<file path="src/hpfp_pkg.sv">
// Shared types, constants and lookup functions of the headphone payload parser.
package hpfp_pkg;

	// Chunk sizes of the binaural room impulse response section
	localparam int EARLY_CHUNK_BYTES = 12;
	localparam int LATE_CHUNK_BYTES  = 192;

	// Byte queue between the front and the back
	localparam int QUEUE_DEPTH = 4;
	localparam int QPTR_W      = $clog2(QUEUE_DEPTH);
	localparam int QCNT_W      = $clog2(QUEUE_DEPTH + 1);

	// Bit step within a byte; the step after the last bit closes the byte
	localparam logic [3:0] STEP_END = 4'd8;

	// Field limits
	localparam logic [3:0] MAX_BANDS = 4'd11;

	// Result kinds
	localparam logic [3:0] KIND_COUNT     = 4'd0;
	localparam logic [3:0] KIND_GAIN      = 4'd1;
	localparam logic [3:0] KIND_LFE_FLAG  = 4'd2;
	localparam logic [3:0] KIND_LFE_GAIN  = 4'd3;
	localparam logic [3:0] KIND_START     = 4'd4;
	localparam logic [3:0] KIND_END       = 4'd5;
	localparam logic [3:0] KIND_BRIR      = 4'd6;
	localparam logic [3:0] KIND_EARLY     = 4'd7;
	localparam logic [3:0] KIND_LATE      = 4'd8;
	localparam logic [3:0] KIND_PARITY    = 4'd9;
	localparam logic [3:0] KIND_DELAYFLAG = 4'd10;
	localparam logic [3:0] KIND_DELAY     = 4'd11;
	localparam logic [3:0] KIND_RTFLAG    = 4'd12;
	localparam logic [3:0] KIND_BANDS     = 4'd13;
	localparam logic [3:0] KIND_RT60      = 4'd14;
	localparam logic [3:0] KIND_STATUS    = 4'd15;

	// Status codes
	localparam logic [2:0] ST_PASS      = 3'd0;
	localparam logic [2:0] ST_TRUNCATED = 3'd1;
	localparam logic [2:0] ST_BAD_COUNT = 3'd2;
	localparam logic [2:0] ST_BAD_BANDS = 3'd3;
	localparam logic [2:0] ST_ZERO_RT60 = 3'd4;
	localparam logic [2:0] ST_PADDING   = 3'd5;

	// Parse phases, one-hot
	typedef enum logic [15:0] {
		PH_COUNT     = 16'h0001,
		PH_GAIN      = 16'h0002,
		PH_LFEFLAG   = 16'h0004,
		PH_LFEGAIN   = 16'h0008,
		PH_START     = 16'h0010,
		PH_END       = 16'h0020,
		PH_BRIR      = 16'h0040,
		PH_EARLY     = 16'h0080,
		PH_LATE      = 16'h0100,
		PH_PARITY    = 16'h0200,
		PH_DELAYFLAG = 16'h0400,
		PH_DELAY     = 16'h0800,
		PH_RTFLAG    = 16'h1000,
		PH_BANDS     = 16'h2000,
		PH_RT60      = 16'h4000,
		PH_PAD       = 16'h8000
	} phase_t;

	// One payload byte as queued
	typedef struct packed {
		logic [7:0] payload_byte;
		logic       last_byte;
	} hpfp_item_t;

	// One result item
	typedef struct packed {
		logic [3:0]  field_kind;
		logic [2:0]  channel_number;
		logic [7:0]  element_index;
		logic [10:0] field_value;
		logic [2:0]  parse_status;
		logic        last_result;
	} hpfp_result_t;

	// Bit width of the field read in a phase
	function automatic logic [3:0] field_width(input phase_t ph);
		logic [3:0] w;
		case (ph)
			PH_COUNT:  w = 4'd3;
			PH_GAIN:   w = 4'd6;
			PH_LFEGAIN: w = 4'd6;
			PH_EARLY:  w = 4'd8;
			PH_LATE:   w = 4'd8;
			PH_PARITY: w = 4'd8;
			PH_DELAY:  w = 4'd11;
			PH_BANDS:  w = 4'd4;
			PH_RT60:   w = 4'd11;
			default:   w = 4'd1;
		endcase
		return w;
	endfunction

	// Result kind of the field read in a phase
	function automatic logic [3:0] field_kind_of(input phase_t ph);
		logic [3:0] k;
		case (ph)
			PH_COUNT:     k = KIND_COUNT;
			PH_GAIN:      k = KIND_GAIN;
			PH_LFEFLAG:   k = KIND_LFE_FLAG;
			PH_LFEGAIN:   k = KIND_LFE_GAIN;
			PH_START:     k = KIND_START;
			PH_END:       k = KIND_END;
			PH_BRIR:      k = KIND_BRIR;
			PH_EARLY:     k = KIND_EARLY;
			PH_LATE:      k = KIND_LATE;
			PH_PARITY:    k = KIND_PARITY;
			PH_DELAYFLAG: k = KIND_DELAYFLAG;
			PH_DELAY:     k = KIND_DELAY;
			PH_RTFLAG:    k = KIND_RTFLAG;
			PH_BANDS:     k = KIND_BANDS;
			PH_RT60:      k = KIND_RT60;
			default:      k = KIND_STATUS;
		endcase
		return k;
	endfunction

endpackage

</file>
<file path="src/headphone_payload_field_parser.sv">
// Top level of the headphone payload field parser: byte queue and bit-serial back end.
//
// Input channel: one payload byte per item (payload_byte, last_byte) on in_valid/in_stall.
// Output channel: one parsed field or status per item on out_valid/out_stall.
// Bytes enter a four-entry queue; the back end walks each byte MSB first, one bit
// per cycle unless the output stalls or a status is pending, then closes the byte in
// a separate step. A field that fails its check is followed by a separate status
// item. Bytes after an error are dropped without their bits being walked. At the
// earliest, a result passes through the queue entry and then the result register,
// when the byte's first bit closes a field; the end status, unless an error was
// reported, is emitted as the last byte is closed. The queue absorbs bursts of up
// to four bytes and takes new bytes while the back end walks earlier ones.
// Reset empties the queue and returns the parser to the channel count field.
// When out_stall is high while a result is held, the result register holds, the
// back end halts and the queue fills; in_stall rises once the queue is full.
module headphone_payload_field_parser (
	input  logic        clk,
	input  logic        arst_n,
	input  logic        in_valid,
	output logic        in_stall,
	input  logic [7:0]  payload_byte,
	input  logic        last_byte,
	output logic        out_valid,
	input  logic        out_stall,
	output logic [3:0]  field_kind,
	output logic [2:0]  channel_number,
	output logic [7:0]  element_index,
	output logic [10:0] field_value,
	output logic [2:0]  parse_status,
	output logic        last_result
);
	import hpfp_pkg::*;

	hpfp_item_t   in_item;
	hpfp_item_t   head;
	logic         head_valid;
	logic         pop;
	hpfp_result_t result;

	assign in_item.payload_byte = payload_byte;
	assign in_item.last_byte    = last_byte;

	hpfp_front u_front (
		.clk        (clk),
		.arst_n     (arst_n),
		.in_valid   (in_valid),
		.in_stall   (in_stall),
		.in_item    (in_item),
		.head_valid (head_valid),
		.head       (head),
		.pop        (pop)
	);

	hpfp_back u_back (
		.clk        (clk),
		.arst_n     (arst_n),
		.head_valid (head_valid),
		.head       (head),
		.pop        (pop),
		.out_valid  (out_valid),
		.out_stall  (out_stall),
		.out_result (result)
	);

	assign field_kind     = result.field_kind;
	assign channel_number = result.channel_number;
	assign element_index  = result.element_index;
	assign field_value    = result.field_value;
	assign parse_status   = result.parse_status;
	assign last_result    = result.last_result;

endmodule

</file>
<file path="src/hpfp_front.sv">
// Front of the parser: accepts payload bytes into a short queue for the back.
module hpfp_front (
	input  logic                clk,
	input  logic                arst_n,
	input  logic                in_valid,
	output logic                in_stall,
	input  hpfp_pkg::hpfp_item_t in_item,
	output logic                head_valid,
	output hpfp_pkg::hpfp_item_t head,
	input  logic                pop
);
	import hpfp_pkg::*;

	hpfp_item_t        entry_q [QUEUE_DEPTH];
	logic [QPTR_W-1:0] wr_ptr_q;
	logic [QPTR_W-1:0] rd_ptr_q;
	logic [QCNT_W-1:0] count_q;
	logic              push;
	logic              do_pop;

	// Stall only while the queue is full
	assign in_stall   = (count_q == QCNT_W'(QUEUE_DEPTH));
	assign push       = in_valid && !in_stall;
	assign head_valid = (count_q != '0);
	assign head       = entry_q[rd_ptr_q];
	assign do_pop     = pop && head_valid;

	// Store the accepted item
	always_ff @(posedge clk) begin
		if (push) begin
			entry_q[wr_ptr_q] <= in_item;
		end
	end

	// Advance the pointers and the fill count
	always_ff @(posedge clk or negedge arst_n) begin
		if (!arst_n) begin
			wr_ptr_q <= '0;
			rd_ptr_q <= '0;
			count_q  <= '0;
		end else begin
			if (push) begin
				wr_ptr_q <= wr_ptr_q + QPTR_W'(1);
			end
			if (do_pop) begin
				rd_ptr_q <= rd_ptr_q + QPTR_W'(1);
			end
			case ({push, do_pop})
				2'b10:   count_q <= count_q + QCNT_W'(1);
				2'b01:   count_q <= count_q - QCNT_W'(1);
				default: count_q <= count_q;
			endcase
		end
	end

endmodule

</file>
<file path="src/hpfp_back.sv">
// Back of the parser: walks the bits of each queued byte and emits field results.
module hpfp_back (
	input  logic                  clk,
	input  logic                  arst_n,
	input  logic                  head_valid,
	input  hpfp_pkg::hpfp_item_t  head,
	output logic                  pop,
	output logic                  out_valid,
	input  logic                  out_stall,
	output hpfp_pkg::hpfp_result_t out_result
);
	import hpfp_pkg::*;

	// Parser state
	phase_t      phase_q,     phase_d;
	logic [10:0] acc_q,       acc_d;
	logic [3:0]  bits_q,      bits_d;
	logic [2:0]  ch_count_q,  ch_count_d;
	logic [7:0]  index_q,     index_d;
	logic [2:0]  chunk_q,     chunk_d;
	logic        flag_start_q, flag_start_d;
	logic        flag_end_q,  flag_end_d;
	logic [3:0]  bands_q,     bands_d;
	logic        drop_q,      drop_d;
	logic [3:0]  step_q,      step_d;
	logic        pend_q,      pend_d;
	logic [2:0]  pend_code_q, pend_code_d;

	// Output register
	logic         out_valid_q;
	hpfp_result_t out_res_q;

	logic         adv;
	logic         emit;
	hpfp_result_t res;
	logic         bit_in;
	logic [10:0]  acc_n;
	logic [3:0]  bits_n;
	logic [2:0]  chunk_inc;
	logic [8:0]  index_inc;
	phase_t      after_brir;
	phase_t      after_parity;

	assign adv        = !out_valid_q || !out_stall;
	assign out_valid  = out_valid_q;
	assign out_result = out_res_q;

	assign bit_in    = head.payload_byte[~step_q[2:0]];
	assign acc_n     = {acc_q[9:0], bit_in};
	assign bits_n    = bits_q + 4'd1;
	assign chunk_inc = chunk_q + 3'd1;
	assign index_inc = {1'b0, index_q} + 9'd1;

	assign after_parity = flag_start_q ? PH_DELAYFLAG : PH_PAD;
	assign after_brir   = flag_end_q ? PH_PARITY : after_parity;

	// Step through the byte: one bit, one pending status or the byte close per cycle when not stalled
	always_comb begin
		phase_d      = phase_q;
		acc_d        = acc_q;
		bits_d       = bits_q;
		ch_count_d   = ch_count_q;
		index_d      = index_q;
		chunk_d      = chunk_q;
		flag_start_d = flag_start_q;
		flag_end_d   = flag_end_q;
		bands_d      = bands_q;
		drop_d       = drop_q;
		step_d       = step_q;
		pend_d       = pend_q;
		pend_code_d  = pend_code_q;
		pop          = 1'b0;
		emit         = 1'b0;
		res          = '0;

		if (head_valid && adv) begin
			if (pend_q) begin
				// Emit the status of an error found on the previous field
				emit             = 1'b1;
				res.field_kind   = KIND_STATUS;
				res.parse_status = pend_code_q;
				res.last_result  = 1'b1;
				pend_d           = 1'b0;
			end else if (step_q == STEP_END) begin
				// Close the byte; on the last byte report the end status unless dropping, and return to reset
				pop    = 1'b1;
				step_d = '0;
				if (head.last_byte) begin
					if (!drop_q) begin
						emit             = 1'b1;
						res.field_kind   = KIND_STATUS;
						res.parse_status = (phase_q == PH_PAD) ? ST_PASS : ST_TRUNCATED;
						res.last_result  = 1'b1;
					end
					phase_d      = PH_COUNT;
					acc_d        = '0;
					bits_d       = '0;
					ch_count_d   = '0;
					index_d      = '0;
					chunk_d      = '0;
					flag_start_d = 1'b0;
					flag_end_d   = 1'b0;
					bands_d      = '0;
					drop_d       = 1'b0;
				end
			end else if (drop_q) begin
				// Drop the rest of the byte
				step_d = STEP_END;
			end else begin
				step_d = step_q + 4'd1;
				if (phase_q == PH_PAD) begin
					// Padding must be zero
					if (bit_in) begin
						emit             = 1'b1;
						res.field_kind   = KIND_STATUS;
						res.parse_status = ST_PADDING;
						res.last_result  = 1'b1;
						drop_d           = 1'b1;
					end
				end else if (bits_n < field_width(phase_q)) begin
					// Collect the bit
					acc_d  = acc_n;
					bits_d = bits_n;
				end else begin
					// Field complete: emit it and pick the next phase
					acc_d           = '0;
					bits_d          = '0;
					emit            = 1'b1;
					res.field_kind  = field_kind_of(phase_q);
					res.field_value = acc_n;
					case (phase_q)
						PH_COUNT: begin
							if (acc_n[2:0] == 3'd0) begin
								pend_d      = 1'b1;
								pend_code_d = ST_BAD_COUNT;
								drop_d      = 1'b1;
							end else begin
								ch_count_d = acc_n[2:0];
								chunk_d    = '0;
								phase_d    = PH_GAIN;
							end
						end
						PH_GAIN: begin
							res.channel_number = chunk_q;
							chunk_d            = chunk_inc;
							if (chunk_inc >= ch_count_q) begin
								phase_d = PH_LFEFLAG;
							end
						end
						PH_LFEFLAG: begin
							phase_d = acc_n[0] ? PH_LFEGAIN : PH_START;
						end
						PH_LFEGAIN: begin
							phase_d = PH_START;
						end
						PH_START: begin
							flag_start_d = acc_n[0];
							phase_d      = PH_END;
						end
						PH_END: begin
							flag_end_d = acc_n[0];
							phase_d    = PH_BRIR;
						end
						PH_BRIR: begin
							if (acc_n[0]) begin
								chunk_d = '0;
								index_d = '0;
								phase_d = PH_EARLY;
							end else begin
								phase_d = after_brir;
							end
						end
						PH_EARLY: begin
							res.channel_number = chunk_q;
							res.element_index  = index_q;
							if (index_inc >= 9'(EARLY_CHUNK_BYTES)) begin
								index_d = '0;
								chunk_d = chunk_inc;
								if (chunk_inc >= ch_count_q) begin
									phase_d = PH_LATE;
								end
							end else begin
								index_d = index_inc[7:0];
							end
						end
						PH_LATE: begin
							res.element_index = index_q;
							if (index_inc >= 9'(LATE_CHUNK_BYTES)) begin
								index_d = '0;
								phase_d = after_brir;
							end else begin
								index_d = index_inc[7:0];
							end
						end
						PH_PARITY: begin
							phase_d = after_parity;
						end
						PH_DELAYFLAG: begin
							if (acc_n[0]) begin
								chunk_d = '0;
								phase_d = PH_DELAY;
							end else begin
								phase_d = PH_RTFLAG;
							end
						end
						PH_DELAY: begin
							res.channel_number = chunk_q;
							chunk_d            = chunk_inc;
							if (chunk_inc >= ch_count_q) begin
								phase_d = PH_RTFLAG;
							end
						end
						PH_RTFLAG: begin
							phase_d = acc_n[0] ? PH_BANDS : PH_PAD;
						end
						PH_BANDS: begin
							if (acc_n[3:0] == 4'd0 || acc_n[3:0] > MAX_BANDS) begin
								pend_d      = 1'b1;
								pend_code_d = ST_BAD_BANDS;
								drop_d      = 1'b1;
							end else begin
								bands_d = acc_n[3:0];
								index_d = '0;
								phase_d = PH_RT60;
							end
						end
						PH_RT60: begin
							res.element_index = index_q;
							if (acc_n == 11'd0) begin
								pend_d      = 1'b1;
								pend_code_d = ST_ZERO_RT60;
								drop_d      = 1'b1;
							end else begin
								index_d = index_inc[7:0];
								if (index_inc >= {5'd0, bands_q}) begin
									phase_d = PH_PAD;
								end
							end
						end
						default: begin
							phase_d = PH_PAD;
						end
					endcase
				end
			end
		end
	end

	// Hold the parser state
	always_ff @(posedge clk or negedge arst_n) begin
		if (!arst_n) begin
			phase_q      <= PH_COUNT;
			acc_q        <= '0;
			bits_q       <= '0;
			ch_count_q   <= '0;
			index_q      <= '0;
			chunk_q      <= '0;
			flag_start_q <= 1'b0;
			flag_end_q   <= 1'b0;
			bands_q      <= '0;
			drop_q       <= 1'b0;
			step_q       <= '0;
			pend_q       <= 1'b0;
			pend_code_q  <= ST_PASS;
			out_valid_q  <= 1'b0;
		end else begin
			phase_q      <= phase_d;
			acc_q        <= acc_d;
			bits_q       <= bits_d;
			ch_count_q   <= ch_count_d;
			index_q      <= index_d;
			chunk_q      <= chunk_d;
			flag_start_q <= flag_start_d;
			flag_end_q   <= flag_end_d;
			bands_q      <= bands_d;
			drop_q       <= drop_d;
			step_q       <= step_d;
			pend_q       <= pend_d;
			pend_code_q  <= pend_code_d;
			if (adv) begin
				out_valid_q <= emit;
			end
		end
	end

	// Load the result register whenever it is free or being taken
	always_ff @(posedge clk) begin
		if (adv) begin
			out_res_q <= res;
		end
	end

endmodule

</file>
<file path="config.mk">
export PLATFORM = sky130hd
export DESIGN_NAME = headphone_payload_field_parser
export DESIGN_NICKNAME = d
export VERILOG_FILES = /design/src/hpfp_pkg.sv /design/src/headphone_payload_field_parser.sv /design/src/hpfp_front.sv /design/src/hpfp_back.sv
export SDC_FILE = /design/constraint.sdc
export NUM_CORES = 1
export LEC_CHECK = 0
export BUFFER_PORTS_ARGS = -buffer_cell sky130_fd_sc_hd__buf_2
export CAP_MARGIN = 20
export CORE_MARGIN = 5
export CORE_UTILIZATION = 37
export CTS_CLUSTER_DIAMETER = 150
export CTS_CLUSTER_SIZE = 40
export DETAILED_ROUTE_END_ITERATION = 10
export PLACE_DENSITY = 0.56
export SLEW_MARGIN = 20
export SYNTH_ARGS = -nofsm -noshare
export SYNTH_HDL_FRONTEND = slang
export SYNTH_SLANG_ARGS = --single-unit
</file>
<file path="constraint.sdc">
create_clock -name clk -period 5.16 [get_ports clk]
set_clock_uncertainty 0.1 [all_clocks]
set_input_delay 0.516 -clock clk [delete_from_list [all_inputs] [get_ports clk]]
set_output_delay 0.516 -clock clk [all_outputs]
set_load 0.01 [all_outputs]
</file>
# Word level (Yosys, flattened, before mapping)
# Memory sizes are Yosys's and may differ from the RTL's.
# Cells that the tools add are included.
# totals
reg_bits	97
ram_bits	36
in_bits	13
output_inout_bits	32
wordCells	263
memories	1
# classes
n_addsub	8
magnitude_cmp	7
eq_ne	40
n_mux	134
n_bitwise	9
reduce_logical	41
# mem_list
name	words	width	rd	rd_clocked_by_memory_dff	wr	line	source
u_front.entry_q	4	9	1	0	1	hpfp_front.sv:14	hpfp_item_t entry_q [QUEUE_DEPTH];
# op_table
cell	count
two-way mux 16 bit	18
one-hot mux 16 bit (15 select lines)	1
two-way mux 4 bit	30
two-way mux 8 bit	11
one-hot mux 4 bit (15 select lines)	1
two-way mux 3 bit	18
two-way mux 10 bit	5
one-hot mux 8 bit (5 select lines)	1
two-way mux 1 bit	38
two-way mux 30 bit	1
AND reduction 10 bit	3
two-way mux 26 bit	1
!= test 3 x 1 -> 1 bit (second input constant)	8
two-way mux 22 bit	1
one-hot mux 4 bit (5 select lines)	1
== test 16 x 1 -> 1 bit (second input constant)	1
== test 16 x 10 -> 1 bit (second input constant)	1
== test 16 x 11 -> 1 bit (second input constant)	1
== test 16 x 12 -> 1 bit (second input constant)	1
== test 16 x 13 -> 1 bit (second input constant)	1
== test 16 x 14 -> 1 bit (second input constant)	1
== test 16 x 15 -> 1 bit (second input constant)	1
== test 16 bit (second input constant)	1
== test 16 x 2 -> 1 bit (second input constant)	1
other kinds (55)	92

# Logic depth before layout (Yosys ltp)
# Gate-level depths: netlist of the first run.
# depth
ltp_word	15
mapped_depth	15
ltp_nobuf	12

# By module
# Synthesis of the first run repeated with hierarchy kept, for this count alone.
# hier_totals
cells_unflattened	627
area_unflattened_um2	7273.2
# modules_own_cells
module	instances	cells_each	area_per_inst_um2	seq_area_each_um2
hpfp_back	1	543	5531.6	2403.6
hpfp_front	1	84	1741.7	1256.2

# Worst setup path before layout of the first run
# No wires, ideal clock.
# synth_timing
path_type	register to register
start	register u_back.phase_q[12]
end	register u_back.pend_code_q[1]
setup_ps	125
t_arrival_ps	3195
required_ps	4935
slack_ps	1740
path_stages_with_launch	13
path_buffers	1
period_less_slack_ps	3420
cell_sequence	dfrtp_1 buf_6 nor4_2 nand3_1 nor3_1 nor2_1 ha_1 a311o_1 nor4b_4 o31ai_4 and3_1 a21bo_1 mux2_2
# synth_via
elab_chain_cells	11
elab_cells_between_ends	28
cone_classes	order compare (1); eq/ne (13); mux (7); bitwise (2); reduce/logical (5)
# synth_lines
item	line	source
start: declaration	hpfp_back.sv:15	phase_t phase_q, phase_d;
start signal: assignment	hpfp_back.sv:267	phase_q <= phase_d;
== test 16 x 10 -> 1 bit, or another cell as far along	hpfp_pkg.sv:84	case (ph)
OR reduction 3 bit (no source line) / OR reduction 2 bit (equally long branches)	-	
one-hot mux 4 bit (5 select lines)	hpfp_pkg.sv:84	
two-way mux 4 bit	hpfp_back.sv:111	if (phase_q == PH_PAD) begin
two-way mux 4 bit	hpfp_back.sv:106	end else if (drop_q) begin
two-way mux 4 bit	hpfp_back.sv:84	end else if (step_q == STEP_END) begin
two-way mux 4 bit	hpfp_back.sv:77	if (pend_q) begin
two-way mux 4 bit	hpfp_back.sv:76	if (head_valid && adv) begin
less-than comparator 4 bit	hpfp_back.sv:120	end else if (bits_n < field_width(phase_q)) begin
NOT 1 bit (no source line)	-	
AND reduction 10 bit (no source line)	-	
end signal: assignment	hpfp_back.sv:279	pend_code_q <= pend_code_d;
end: declaration	hpfp_back.sv:27	logic [2:0] pend_code_q, pend_code_d;
# Several ways; a longest one is shown, not always the timed one. The select of a mux whose other input is x is not followed.
# A chain may end at the register's enable or synchronous reset.

# Worst setup path in the final report of the first run
# layout_timing
start	register u_back.phase_q[3]
end	register u_back.pend_code_q[2]
# The elaborated chain is that of the path after synthesis.

==> impl_metrics.tcl, run 1 <==
set metrics [dict create \
    status "finished, final reports clean" \
    synthTopCellsByCount "nand2_1 (67), dfrtp_1 (66), edfxtp_1 (66)" \
    ctsRootBufferMaster "clkbuf_16" \
    whs_ps 68.8 \
    antenna_left 0 \
    grt_first_pass_wirelength_mm 29.1 \
    grt-ovfl-total 0 \
    p_per_area_nw_per_um2 551 \
    hold_viol 0 \
    areaGrowthSynthToFinish_pct 14.4 \
    num_vias 5549 \
    rsz0062_at_grt "no" \
    gp_congestion 0.899 \
    grt_pass1_vias 5246 \
    fmax_ghz 0.232 \
    die_h_um 150 \
    total_power_mw 4.60 \
    dieWidth_um 150 \
    clk_pin_slew_ps 60 \
    rr_worst_depth 10 \
    final_nets 752 \
    netlist_instances 683 \
    yosysTopAreaCellShare_pct 27.2 \
    cts_hold_buffers 0 \
    viasPerCell 5.58 \
    routedWlPerCell_um 18.7 \
    r2r_end "u_back.pend_code_q[2]$_DFFE_PN0P_" \
    maxSlewHeadroom_pct 33.2 \
    ys_types 81 \
    htreeDepth 4 \
    fin_ws_ps 847 \
    synth_seq_cells 133 \
    yosys_warnings 0 \
    cts_tree "built" \
    fill_cells 1848 \
    syn_area_per_cell_um2 10.7 \
    drv_slew 0 \
    post_cts_buffers 0 \
    yosysMostFrequentCell "nand2_1" \
    syn_nets 718 \
    cp-start-kind "flip-flop" \
    worst_slew_pin_slew_ps 993 \
    min_period_ps 4310 \
    rr_startpoint "u_back.phase_q[3]$_DFFE_PN0P_" \
    fin_cells 995 \
    die_area_um2 22600 \
    clk_latency_ps 430 \
    grt_max_degree 36 \
    path_max_fanout 25 \
    drc 0 \
    syn_area_um2 7300 \
    cap_viol_max_count 0 \
    dp.cells 963 \
    cts_made_buffers 17 \
    n_antenna_cell 0 \
    drive_above_1_share_pct 16.3 \
    cts_sinks 133 \
    ff2ff_setup_slack_ps 850 \
    placementRows 51 \
    ys_top_cells_by_area "edfxtp_1 (27%), dfrtp_1 (23%), ha_1 (3.6%), nand2_1 (3.4%), mux2i_1 (3.2%)" \
    critPathRequiredTime_ps 5370 \
    hpwl_mm 13.5 \
    fin_crit_sh_pct 83.6 \
    cts_resized 0 \
    drt_iter0_drc 404 \
    fp.coreArea_um2 19500 \
    arrival_ps 4520 \
    antenna_found_initial 0 \
    yosysTopAreaCell "edfxtp_1" \
    synthFlopType "edfxtp_1" \
    start_util_pct 37.5 \
    routed_wl_mm 18.6 \
    port-buffer-count 44 \
    async_reset_ff_share_pct 50.4 \
    ios 45 \
    hold_path.class "primary input to async pin" \
    cp-end-kind "flip-flop" \
    vdd_ir_drop_max_uv 217 \
    seq_area_frac_synth_pct 50.2 \
    setup_viol 0 \
    p_leak_nw 3.56 \
    path_class "flip-flop to flip-flop" \
    dr.pass1.iters 5 \
    cts_buffer_depth 2 \
    synth-edff-count 66 \
    setup-tns-final_ps 0 \
    grt_usage_pct 16.7 \
    pre_cts_ws_ps 800 \
]
cell type report:
cell class                      count  area, µm²  area share (%)
Sequential cell                   133       3660            43.9
Timing Repair Buffer               53        288            3.45
Inverter                           24       90.1            1.08
Clock buffer                       17        425            5.10
Tap cell                          265        332            3.97
Clock inverter                     15        184            2.20
Multi-Input combinational cell    488       3370            40.3
where the power goes:
group | internal [mW] | switching [mW] | total, mW
clock | 0.735 | 0.523 | 1.26
sequential | 1.38 | 0.199 | 1.58
combinational | 0.599 | 1.16 | 1.76
layout by cell type, fill, tap and decap left out, drive strengths merged, types with 17 or more instances in the layout:
cell type | netlist | final
nand2 | 67 | 67
o21ai | 35 | 35
nor2 | 45 | 45
dfrtp | 66 | 66
inv | 24 | 33
mux2i | 23 | 23
nand3 | 25 | 25
buf | 18 | 53
and3 | 17 | 17
edfxtp | 66 | 66
ha | 21 | 21
and2 | 18 | 18
a21oi | 26 | 26
clkbuf | 20 | 17
worst max-delay path by stage:
stage | start | to | slack, ps | cells past startpoint
floorplan | u_back.phase_q[12]$_DFFE_PN0P_ | u_back.pend_code_q[1]$_DFFE_PN0P_ | 1740 | 12
global placement | u_back.phase_q[9]$_DFFE_PN0P_ | u_back.pend_code_q[1]$_DFFE_PN0P_ | 970 | 9
detailed placement | u_back.phase_q[9]$_DFFE_PN0P_ | u_back.pend_code_q[2]$_DFFE_PN0P_ | 800 | 9
CTS | u_back.phase_q[3]$_DFFE_PN0P_ | u_back.pend_code_q[2]$_DFFE_PN0P_ | 810 | 10
global route | u_back.phase_q[3]$_DFFE_PN0P_ | u_back.pend_code_q[2]$_DFFE_PN0P_ | 460 | 10
finish | u_back.phase_q[3]$_DFFE_PN0P_ | u_back.pend_code_q[2]$_DFFE_PN0P_ | 850 | 10
per-layer routing:
layer	global-route usage, %	vias to the layer above	wire, µm
met5	0	-	0
met4	6.68	0	464
met3	3.64	30	932
met2	25.4	165	8370
met1	23.3	2723	8820
li1	-	2631	-
registers in the layout, summed over array words and instances (netlist names), 2 cells and up:
signal	flops
u_back.step_q	4
u_back.acc_q	10
u_back.bits_q	4
u_front.count_q	3
u_back.bands_q	4
u_back.out_result	30
u_front.entry_q	36
u_back.ch_count_q	3
u_back.index_q	8
u_front.rd_ptr_q	2
u_back.phase_q	16
u_front.wr_ptr_q	2
u_back.chunk_q	3
u_back.pend_code_q	3
kinds of logic (layout without fill, tap and decap cells):
kind of cell / after synthesis / after routing / synth area share, %
AO/OA/AOI/OAI: 147 / 147 / 14.7
XOR/XNOR: 18 / 18 / 2.16
adder cells (fa/ha/maj): 22 / 22 / 3.88
buffers and inverters: 62 / 109 / 3.77
flip-flops: 133 / 133 / 50.2
multiplexers: 31 / 31 / 4.54
AND/OR/NAND/NOR: 270 / 270 / 20.8
stage by stage:
stage	utilization (%)	instance area [µm²]
floorplan	-	7300
global placement	39.7	7730
detailed placement	39.7	7730
CTS	42.8	8340
global route	42.9	8350
finish	42.9	8350
worst max-delay path: stages (launching register included):
cell	delay, ps
dfrtp_1	530
nor4_2	610
nand4_1	410
a21boi_2	300
nor2b_1	170
ha_1	310
nand3_1	140
o31ai_4	350
and3_1	690
a21bo_1	310
mux2_2	270
(Power assumes the default switching activity.)
==> inputs of run 2 (changes only) <==
--- a/config.mk
+++ b/config.mk
@@ -12,7 +12,7 @@
 export CTS_CLUSTER_DIAMETER = 150
 export CTS_CLUSTER_SIZE = 40
 export DETAILED_ROUTE_END_ITERATION = 10
-export PLACE_DENSITY = 0.56
+export PLACE_DENSITY = 0.58
 export SLEW_MARGIN = 20
 export SYNTH_ARGS = -nofsm -noshare
 export SYNTH_HDL_FRONTEND = slang
==> constraint.sdc (replaced) <==
create_clock -name clk -period 3.77 [get_ports clk]
set_clock_uncertainty 0.1 [all_clocks]
set_input_delay 0.377 -clock clk [delete_from_list [all_inputs] [get_ports clk]]
set_output_delay 0.377 -clock clk [all_outputs]
set_load 0.01 [all_outputs]
==> run 2 against run 1 <==
  * Register-to-register slack worse by 630 ps
  * Sequential share of layout area down 1.2 points
  * Fmax up 22%
  * Sequential cell count unchanged
  * Power up 38%
  * Count of clock-buffer cells in the layout unchanged
  * Global-route usage up 0.59 points
  * Hold slack worse by 3.6 ps
  * Via count up 3.1%
  * Utilization up 1.2 points
  * Critical path depth up 2
  * Setup slack worse by 630 ps
  * Largest power group unchanged
==> impl_metrics.tcl, run 2 (synthesized netlist as in run 1, its figures left out) <==
set metrics [dict create \
    hold_viol 0 \
    fp.coreArea_um2 19500 \
    finalInstanceArea_um2 8580 \
    antenna_found_initial 0 \
    grt_pass1_vias 5583 \
    hpwl_mm 13.9 \
    whs_ps 65.2 \
    fmax_ghz 0.282 \
    fin_cells 1025 \
    clk_pin_slew_ps 70 \
    fin_ws_ps 220 \
    critPathRequiredTime_ps 4030 \
    setup_viol 0 \
    ctsRootBufferMaster "clkbuf_16" \
    regArea_um2 3660 \
    cts_tree "built" \
    clk_latency_ps 430 \
    grt_first_pass_wirelength_mm 30.5 \
    final_nets 782 \
    drc 0 \
    drt_iter0_drc 430 \
    die_h_um 150 \
    min_period_ps 3550 \
    grt-ovfl-total 0 \
    cap_viol_max_count 0 \
    placementRows 51 \
    final_cell_mix "nand2_1 (67), dfrtp_1 (66), edfxtp_1 (66), nor2_1 (44), buf_2 (44)" \
    cp-start-kind "flip-flop" \
    cp-end-kind "flip-flop" \
    status "finished, final reports clean" \
    p_leak_nw 3.71 \
    port-buffer-count 44 \
    dpl_cell_area_um2 7930 \
    p_per_area_nw_per_um2 741 \
    dr.pass1.iters 5 \
    n_antenna_cell 0 \
    num_vias 5719 \
    dp.cells 989 \
    path_max_fanout 10 \
    htreeDepth 4 \
    arrival_ps 3810 \
    rsz0062_at_grt "yes" \
    setup-tns-final_ps 0 \
    dieWidth_um 150 \
    pre_cts_ws_ps 39.2 \
    fill_cells 1828 \
    hold_path.class "primary input to flip-flop" \
    die_area_um2 22600 \
    fin_crit_sh_pct 94.2 \
    routed_wl_mm 18.8 \
    drive_above_1_share_pct 20.0 \
    multi_input_area_um2 3400 \
    regMostFlops "u_front.entry_q" \
    maxSlewHeadroom_pct 45.0 \
    areaGrowthSynthToFinish_pct 17.6 \
    path_class "flip-flop to flip-flop" \
    ios 45 \
    cts_made_buffers 17 \
    cts_sinks 133 \
    routedWlPerCell_um 18.4 \
    worst_slew_pin_slew_ps 825 \
    vdd_ir_drop_max_uv 374 \
    grt_usage_pct 17.3 \
    viasPerCell 5.58 \
    cts_buffer_depth 2 \
    largest_register_ff_count 36 \
    drv_slew 0 \
    gp_congestion 0.962 \
    grt_max_degree 35 \
    final_common_cell "nand2_1" \
    antenna_left 0 \
    start_util_pct 37.5 \
]
-- run 2: cell type report --
type | count | area share, %
Clock inverter | 15 | 1.91
Inverter | 24 | 1.05
Clock buffer | 17 | 4.96
Tap cell | 265 | 3.86
Timing Repair Buffer | 83 | 6.01
Sequential cell | 133 | 42.6
Multi-Input combinational cell | 488 | 39.6
-- run 2: metal layers --
metal | share of wire [%] | up-vias | track usage (%)
met1 | 45 | 2826 | 23.1
li1 | - | 2697 | -
met2 | 48 | 167 | 28.5
met4 | 1.8 | 0 | 5.17
met3 | 5.3 | 29 | 3.55
met5 | 0 | - | 0
-- run 2: path summary, 6_finish.rpt --
path / to / depth (start not counted) / startpoint / slack (ps)
setup / recovery: u_back.acc_q[5]$_DFFE_PN0P_ / 12 / u_back.phase_q[4]$_DFFE_PN0P_ / 220
hold / removal: u_front.entry_q[0][8]$_DFFE_PP_ / 1 / payload_byte[7] / 70
setup reg to reg: u_back.acc_q[5]$_DFFE_PN0P_ / 12 / u_back.phase_q[4]$_DFFE_PN0P_ / 220
hold reg to reg: u_front.count_q[2]$_DFFE_PN0P_ / 1 / u_front.count_q[2]$_DFFE_PN0P_ / 380
max in group asynchronous: u_back.pend_q$_DFFE_PN0P_ / 3 / arst_n / 2150
min in group asynchronous: u_back.acc_q[7]$_DFFE_PN0P_ / 2 / arst_n / 470
-- run 2: timing repair --
action | in CTS | in global routing
buffers inserted | 0 | 3
gates resized for setup | 0 | 6
endpoints found under the setup margin | 0 | 58
hold endpoints to repair | 32 | 0
hold buffers | 1 | 0
-- run 2: worst max-delay path, stage by stage (launching register included) --
cell and delay [ps]:
dfrtp_1 490, or4_1 700, nor3_2 280, nor2_1 80, ha_1 190, a311o_1 360, nor4b_4 300, buf_4 200
o31ai_4 70, buf_4 170, nor3_4 220, buf_4 190, a22o_1 140
-- run 2: metrics by stage --
step | total power [mW] | utilization (%)
finish | 6.36 | 44.1
detailed placement | 4.67 | 40.7
CTS | 6.35 | 43.8
global route | 6.74 | 44.1
floorplan | 3.76 | -
global placement | 4.61 | 40.7
-- run 2: power by group --
| group | total (mW) | internal (mW) | switching [mW] |
|---|---|---|---|
| combinational | 2.55 | 0.949 | 1.60 |
| clock | 1.66 | 0.939 | 0.726 |
| sequential | 2.15 | 1.89 | 0.254 |
| total | 6.36 | 3.78 | 2.58 |
